File: config.mk
export PLATFORM = sky130hd
export DESIGN_NAME = swlru_chain
export DESIGN_NICKNAME = d
export VERILOG_FILES = /design/src/sv/swlru_pkg.sv /design/src/sv/swlru_cell.sv /design/src/sv/swlru_chain.sv
export SDC_FILE = /design/constraint.sdc
export NUM_CORES = 2
export LEC_CHECK = 0
export ABC_CLOCK_PERIOD_IN_PS = 6500
export BUFFER_PORTS_ARGS = -buffer_cell sky130_fd_sc_hd__buf_2
export CORE_MARGIN = 2
export CORE_UTILIZATION = 28
export CTS_CLUSTER_SIZE = 40
export DETAILED_ROUTE_END_ITERATION = 7
export PLACE_DENSITY_LB_ADDON = 0.3
export SLEW_MARGIN = 10
export SYNTH_ARGS = -nofsm -noshare
export SYNTH_HDL_FRONTEND = slang
export SYNTH_HIERARCHICAL = 1
export SYNTH_SLANG_ARGS = --single-unit
File: constraint.sdc
create_clock -name clk -period 6.5 [get_ports clk]
set_clock_uncertainty 0.2 [all_clocks]
set_input_delay 1.95 -clock clk [delete_from_list [all_inputs] [get_ports clk]]
set_output_delay 1.95 -clock clk [all_outputs]
set_load 0.05 [all_outputs]
File: src/sv/swlru_pkg.sv
// types and constants shared by the size weighted lru index
// no dependencies
`default_nettype none
package swlru_pkg;

  typedef enum logic [2:0] {
    ACT_RESERVE  = 3'd0,
    ACT_REGISTER = 3'd1,
    ACT_TOUCH    = 3'd2,
    ACT_REMOVE   = 3'd3,
    ACT_SETCAP   = 3'd4,
    ACT_DEFLATE  = 3'd5,
    ACT_INFLATE  = 3'd6
  } act_t;

  localparam logic [1:0] STAT_OK     = 2'd0;
  localparam logic [1:0] STAT_REJECT = 2'd1;
  localparam logic [1:0] STAT_MISS   = 2'd2;

  localparam int KeyW = 64;

  typedef enum logic [1:0] {
    CO_NONE,
    CO_INSERT,
    CO_REMOVE,
    CO_FRONT
  } chain_op_t;

  typedef enum logic [1:0] {
    CC_HOLD,
    CC_PREV,
    CC_NEXT,
    CC_LOAD
  } cell_cmd_t;

  typedef enum logic [2:0] {
    S_IDLE,
    S_MATCH,
    S_ACT,
    S_INS,
    S_EVICT,
    S_OUT
  } fsm_t;

endpackage
`default_nettype wire

File: src/sv/swlru_cell.sv
// one recency slot: valid, key and size, shifted to or from its neighbors
// depends on swlru_pkg
`default_nettype none
module swlru_cell #(
  parameter int AW = 40
) (
  input  wire                        clk,
  input  wire                        rst_n,
  input  swlru_pkg::cell_cmd_t       cmd,
  input  wire                        prev_valid,
  input  wire [swlru_pkg::KeyW-1:0]  prev_key,
  input  wire [AW-1:0]               prev_size,
  input  wire                        next_valid,
  input  wire [swlru_pkg::KeyW-1:0]  next_key,
  input  wire [AW-1:0]               next_size,
  input  wire [swlru_pkg::KeyW-1:0]  load_key,
  input  wire [AW-1:0]               load_size,
  input  wire [swlru_pkg::KeyW-1:0]  search_key,
  output logic                       valid,
  output logic [swlru_pkg::KeyW-1:0] key,
  output logic [AW-1:0]              size,
  output logic                       match
);

  logic                       valid_r, valid_nxt;
  logic [swlru_pkg::KeyW-1:0] key_r, key_nxt;
  logic [AW-1:0]              size_r, size_nxt;

  always_comb begin
    valid_nxt = valid_r;
    key_nxt   = key_r;
    size_nxt  = size_r;
    case (cmd)
      swlru_pkg::CC_PREV: begin
        valid_nxt = prev_valid;
        key_nxt   = prev_key;
        size_nxt  = prev_size;
      end
      swlru_pkg::CC_NEXT: begin
        valid_nxt = next_valid;
        key_nxt   = next_key;
        size_nxt  = next_size;
      end
      swlru_pkg::CC_LOAD: begin
        valid_nxt = 1'b1;
        key_nxt   = load_key;
        size_nxt  = load_size;
      end
      default: ;
    endcase
  end

  always_ff @(posedge clk) begin
    if (!rst_n) begin
      valid_r <= 1'b0;
    end else begin
      valid_r <= valid_nxt;
    end
  end

  always_ff @(posedge clk) begin
    key_r  <= key_nxt;
    size_r <= size_nxt;
  end

  assign valid = valid_r;
  assign key   = key_r;
  assign size  = size_r;
  assign match = valid_r && (key_r == search_key);

endmodule
`default_nettype wire

File: src/sv/swlru_chain.sv
// row of recency cells, most recent at position 0, valid entries packed at the front
// depends on swlru_pkg and swlru_cell
`default_nettype none
module swlru_chain #(
  parameter int ENTRIES = 16,
  parameter int AW      = 40,
  parameter int IW      = 4
) (
  input  wire                        clk,
  input  wire                        rst_n,
  input  swlru_pkg::chain_op_t       op,
  input  wire [IW-1:0]               pos,
  input  wire [swlru_pkg::KeyW-1:0]  new_key,
  input  wire [AW-1:0]               new_size,
  input  wire [swlru_pkg::KeyW-1:0]  search_key,
  output logic [ENTRIES-1:0]         hit_vec,
  output logic [swlru_pkg::KeyW-1:0] key_at_pos,
  output logic [AW-1:0]              size_at_pos
);

  logic                       vld [ENTRIES];
  logic [swlru_pkg::KeyW-1:0] k   [ENTRIES];
  logic [AW-1:0]              sz  [ENTRIES];
  swlru_pkg::cell_cmd_t       cmd [ENTRIES];
  logic [swlru_pkg::KeyW-1:0] load_key;
  logic [AW-1:0]              load_size;

  assign key_at_pos  = k[pos];
  assign size_at_pos = sz[pos];
  assign load_key    = (op == swlru_pkg::CO_INSERT) ? new_key : key_at_pos;
  assign load_size   = (op == swlru_pkg::CO_INSERT) ? new_size : size_at_pos;

  always_comb begin
    for (int i = 0; i < ENTRIES; i++) begin
      cmd[i] = swlru_pkg::CC_HOLD;
      case (op)
        swlru_pkg::CO_INSERT: cmd[i] = (i == 0) ? swlru_pkg::CC_LOAD : swlru_pkg::CC_PREV;
        swlru_pkg::CO_REMOVE: begin
          if (i >= int'(pos)) cmd[i] = swlru_pkg::CC_NEXT;
        end
        swlru_pkg::CO_FRONT: begin
          if (i == 0) cmd[i] = swlru_pkg::CC_LOAD;
          else if (i <= int'(pos)) cmd[i] = swlru_pkg::CC_PREV;
        end
        default: ;
      endcase
    end
  end

  for (genvar g = 0; g < ENTRIES; g++) begin : g_cell
    logic                       pv, nv;
    logic [swlru_pkg::KeyW-1:0] pk, nk;
    logic [AW-1:0]              ps, ns;
    if (g == 0) begin : g_head
      assign pv = 1'b0;
      assign pk = '0;
      assign ps = '0;
    end else begin : g_mid
      assign pv = vld[g-1];
      assign pk = k[g-1];
      assign ps = sz[g-1];
    end
    if (g == ENTRIES-1) begin : g_tail
      assign nv = 1'b0;
      assign nk = '0;
      assign ns = '0;
    end else begin : g_body
      assign nv = vld[g+1];
      assign nk = k[g+1];
      assign ns = sz[g+1];
    end
    swlru_cell #(.AW(AW)) u_cell (
      .clk        (clk),
      .rst_n      (rst_n),
      .cmd        (cmd[g]),
      .prev_valid (pv),
      .prev_key   (pk),
      .prev_size  (ps),
      .next_valid (nv),
      .next_key   (nk),
      .next_size  (ns),
      .load_key   (load_key),
      .load_size  (load_size),
      .search_key (search_key),
      .valid      (vld[g]),
      .key        (k[g]),
      .size       (sz[g]),
      .match      (hit_vec[g])
    );
  end

endmodule
`default_nettype wire

==> run_results.csv <==
group,metric,value,unit
run_status,status,"finished with violations",
run_status,violations,"DRC, setup timing",
placed_design,portBuffers,295,
grt,grt_pass1_vias,88346,
worst_setup_path,cpMaxStageDelayCell,"nor4_4",
power,p_leak,0.0493,µW
floorplan,start_util,28.1,%
synth,synth_seq_cells,1680,
worst_setup_path,startpoint_type,"primary input",
synth,yosys_warnings,6,
routing,drt-total-wl,510,mm
routing,drt-initial-drc-count,12515,
worst_setup_path,worstPathCellList,"buf_12 > xnor2_1 > nand4_1 > nor4_4 > buf_4 > nand4_1 > buf_4 > nor4_4 > buf_4 > buf_12",
sta,rsz0062_at_grt,"true",
grt,overflow,0,
sta,worst_slew_pin_slew,1260,ps
min_path,hold_path_end,"g_cell[1].u_cell/size[9]",
clock_tree,htreeDepth,4,
placed_design,placed_area,123000,µm²
synth,syn_area_per_cell,10.5,µm²
worst_setup_path,crit_buf_inv,5,
routing,vias,94022,
layout,postLayoutCellArea,131000,µm²
synth,yosysSeqAreaShare,45.1,%
synth,synth.top_cells.by_area,"edfxtp_1 45%, mux2i_1 19%, a21oi_1 7.5%, nor2_1 6.3%, xnor2_1 4.7%",
synth,synth_cell_types,43,
placed_design,hpwlAfterDp,341,mm
worst_setup_path,worstPathArrival,4730,ps
floorplan,die_area,403000,µm²
min_path,hold_depth,2,
sta,finalHoldWorstSlack,404,ps
placed_design,pre_cts_ws,-929,ps
clock_tree,cts_root_buf,"clkbuf_16",
synth,synth_top_area_share,44.8,%
min_path,hp-start,"g_cell[0].u_cell/size[9]",
clock_tree,cts_sinks,1680,
synth,yosysMostFrequentCell,"mux2i_1",
sta,fin_crit_sh,106,%
sta,fin_tns_setup,-1430,ps
sta,finalMaxSlewViolations,0,
placed_design,gp_congestion,0.968,
worst_setup_path,critical_path.max_fanout,8,
worst_setup_path,rr_worst_depth,7,
floorplan,core_area,396000,µm²
grt,grtUsageTotal,24.1,%
worst_setup_path,critPathRequiredTime,4350,ps
worst_setup_path,r2r-start,"g_cell[5].u_cell/key[63]",
clock_tree,clock_path_buffers,4,
routing,vias_per_cell,5.67,
floorplan,die_y,635,µm
grt,grt_antenna_before_repair,45,
clock_tree,ctsHoldBuffers,0,
sta,setup_viol,10,
layout,syn2layout_area_growth,17.3,%
grt,grt_max_degree,153,
run,drv_cap,0,
synth,synth_area_leader_cell,"edfxtp_1",
synth,async_reset_ff_share,0,%
synth,synth-edff-count,1664,
worst_setup_path,timing.rr.end,"g_cell[2].u_cell/key[63]",
layout,drive_gt1_share,14.0,%
worst_setup_path,critPathTopFamily,"simple AND/OR/NAND/NOR gates",
routing,post_drt_wl_per_cell,30.8,µm
synth,syn_area,111000,µm²
routing,drc,1,
clock_tree,cts_made_buffers,205,
worst_setup_path,end_kind,"output pin",
sta,setup_slack,-377,ps
worst_setup_path,r2r_slack,3520,ps
synth,synth_cells,10628,
worst_setup_path,critical_path_class,"in2out",
routing,firstDrtPassIters,8,
sta,period_minus_slack,6880,ps
grt,grt_pass1_wl,705,mm
clock_tree,clk_pin_slew,60,ps
synth,synthFlopType,"edfxtp_1",
clock_tree,insertion_delay,910,ps
floorplan,die_width,635,µm
clock_tree,cts_tree,"done",
sta,slew-limit-headroom,15.8,%
power,cellPowerDensity,270,nW/µm²
worst_setup_path,max_stage_delay,510,ps
min_path,worstHoldPathType,"reg2reg",
sta,finalHoldViolations,0,
worst_setup_path,crit_path_frequent_cell,"buf_4",
floorplan,boundaryPins,296,
routing,ant_nets,0,
floorplan,rows,231,
synth,synth_common_cells,"2104 x mux2i_1, 1871 x nor2_1, 1672 x a21oi_1",
power,ir_drop,0.232,mV
layout,final_nets,11313,
sta,fmax,0.145,GHz
-- power breakdown --
part / switching, µW / total (µW) / internal [µW]
Sequential: 1390 / 14900 / 13600
Clock: 4990 / 11300 / 6290
Combinational: 5750 / 9150 / 3390
-- what timing repair did --
action | in CTS | in global routing
setup endpoints to repair | 19 | 18
setup buffers | 1 | 11
gates cloned | 0 | 3
resized for setup | 123 | 71
pin swaps | 37 | 45
-- through the flow --
step | total power [µW] | utilization, % | cells
3_3_place_gp | 23900 | 31.1 | 16158
2_1_floorplan | 20200 | - | 10837
4_1_cts | 35200 | 32.8 | 16527
5_1_grt | 36500 | 33.0 | 16560
3_5_place_dp | 24000 | 31.1 | 16159
6_report | 35400 | 33.0 | 16573
-- tightest hold or removal path, stage by stage, from the launching register on --
cell and delay [ps]:
edfxtp_1 340, nor2_1 50, a21oi_1 100
-- sequential cells by signal, summed over array words and instances (netlist names) --
| register | count |
|---|---|
| g_cell.u_cell/key | 1024 |
| g_cell.u_cell/size | 640 |
| g_cell.u_cell/valid | 16 |
-- layout make-up --
type,instances,area [µm²]
multi-input combinational,8141,58500
antenna,33,82.6
fill,40300,265000
clock inverter,89,743
inverter,261,1010
timing repair buffer,848,8160
clock buffer,279,5460
tap,5242,6560
sequential,1680,50300
-- how the worst max path moves through the flow --
stage,start,endpoint,depth (start not counted),slack (ps)
global route,search_key[33],hit_vec[15],10,-260
detailed placement,search_key[32],hit_vec[11],10,-930
global placement,search_key[29],hit_vec[4],10,-1190
floorplan,pos[1],key_at_pos[0],7,830
finish,search_key[33],hit_vec[15],10,-380
CTS,search_key[33],hit_vec[13],10,-220
-- cell usage in the layout (no fill, tap or decap), types with 30 or more instances in the layout --
cell / Yosys / final
buf_2: 226 / 220
xor2_1: 176 / 176
o2bb2ai_1: 48 / 48
mux2i_1: 2104 / 2104
diode_2: 0 / 33
inv_1: 261 / 257
conb_1: 1 / 210
mux4_2: 204 / 204
o21ai_0: 49 / 49
nand4_1: 176 / 176
a221oi_1: 80 / 78
nor2_1: 1871 / 1863
edfxtp_1: 1664 / 1664
nor4_2: 32 / 30
a31oi_1: 104 / 101
clkbuf_16: 0 / 208
nand2_1: 215 / 208
xnor2_2: 0 / 40
mux2_2: 104 / 104
a21oi_1: 1672 / 1666
nand3_1: 37 / 36
o22ai_1: 288 / 288
buf_4: 35 / 428
buf_12: 0 / 171
nor4_1: 80 / 49
clkinv_1: 0 / 40
xnor2_1: 592 / 549
clkbuf_1: 405 / 69
nor4_4: 0 / 33
-- layer usage --
metal	global-route usage [%]	up-vias	part of all wire (%)	wire, µm
li1	-	40331	-	-
met3	4.79	1010	10	51100
met4	11.5	18	5.6	28700
met1	33.0	47268	41	211000
met2	36.4	5395	43	219000
met5	0	-	0.026	133
-- cell families after synthesis --
family,count (synthesis),share of synthesized area [%]
multiplexers,2412,24.1
flip-flops,1680,45.1
AND/OR/NAND/NOR,2465,9.30
AO/OA/AOI/OAI,2286,11.3
other,1,0.00336
buffers and inverters,1016,4.19
XOR/XNOR,768,6.03
Power figures use the tool's default switching activity.
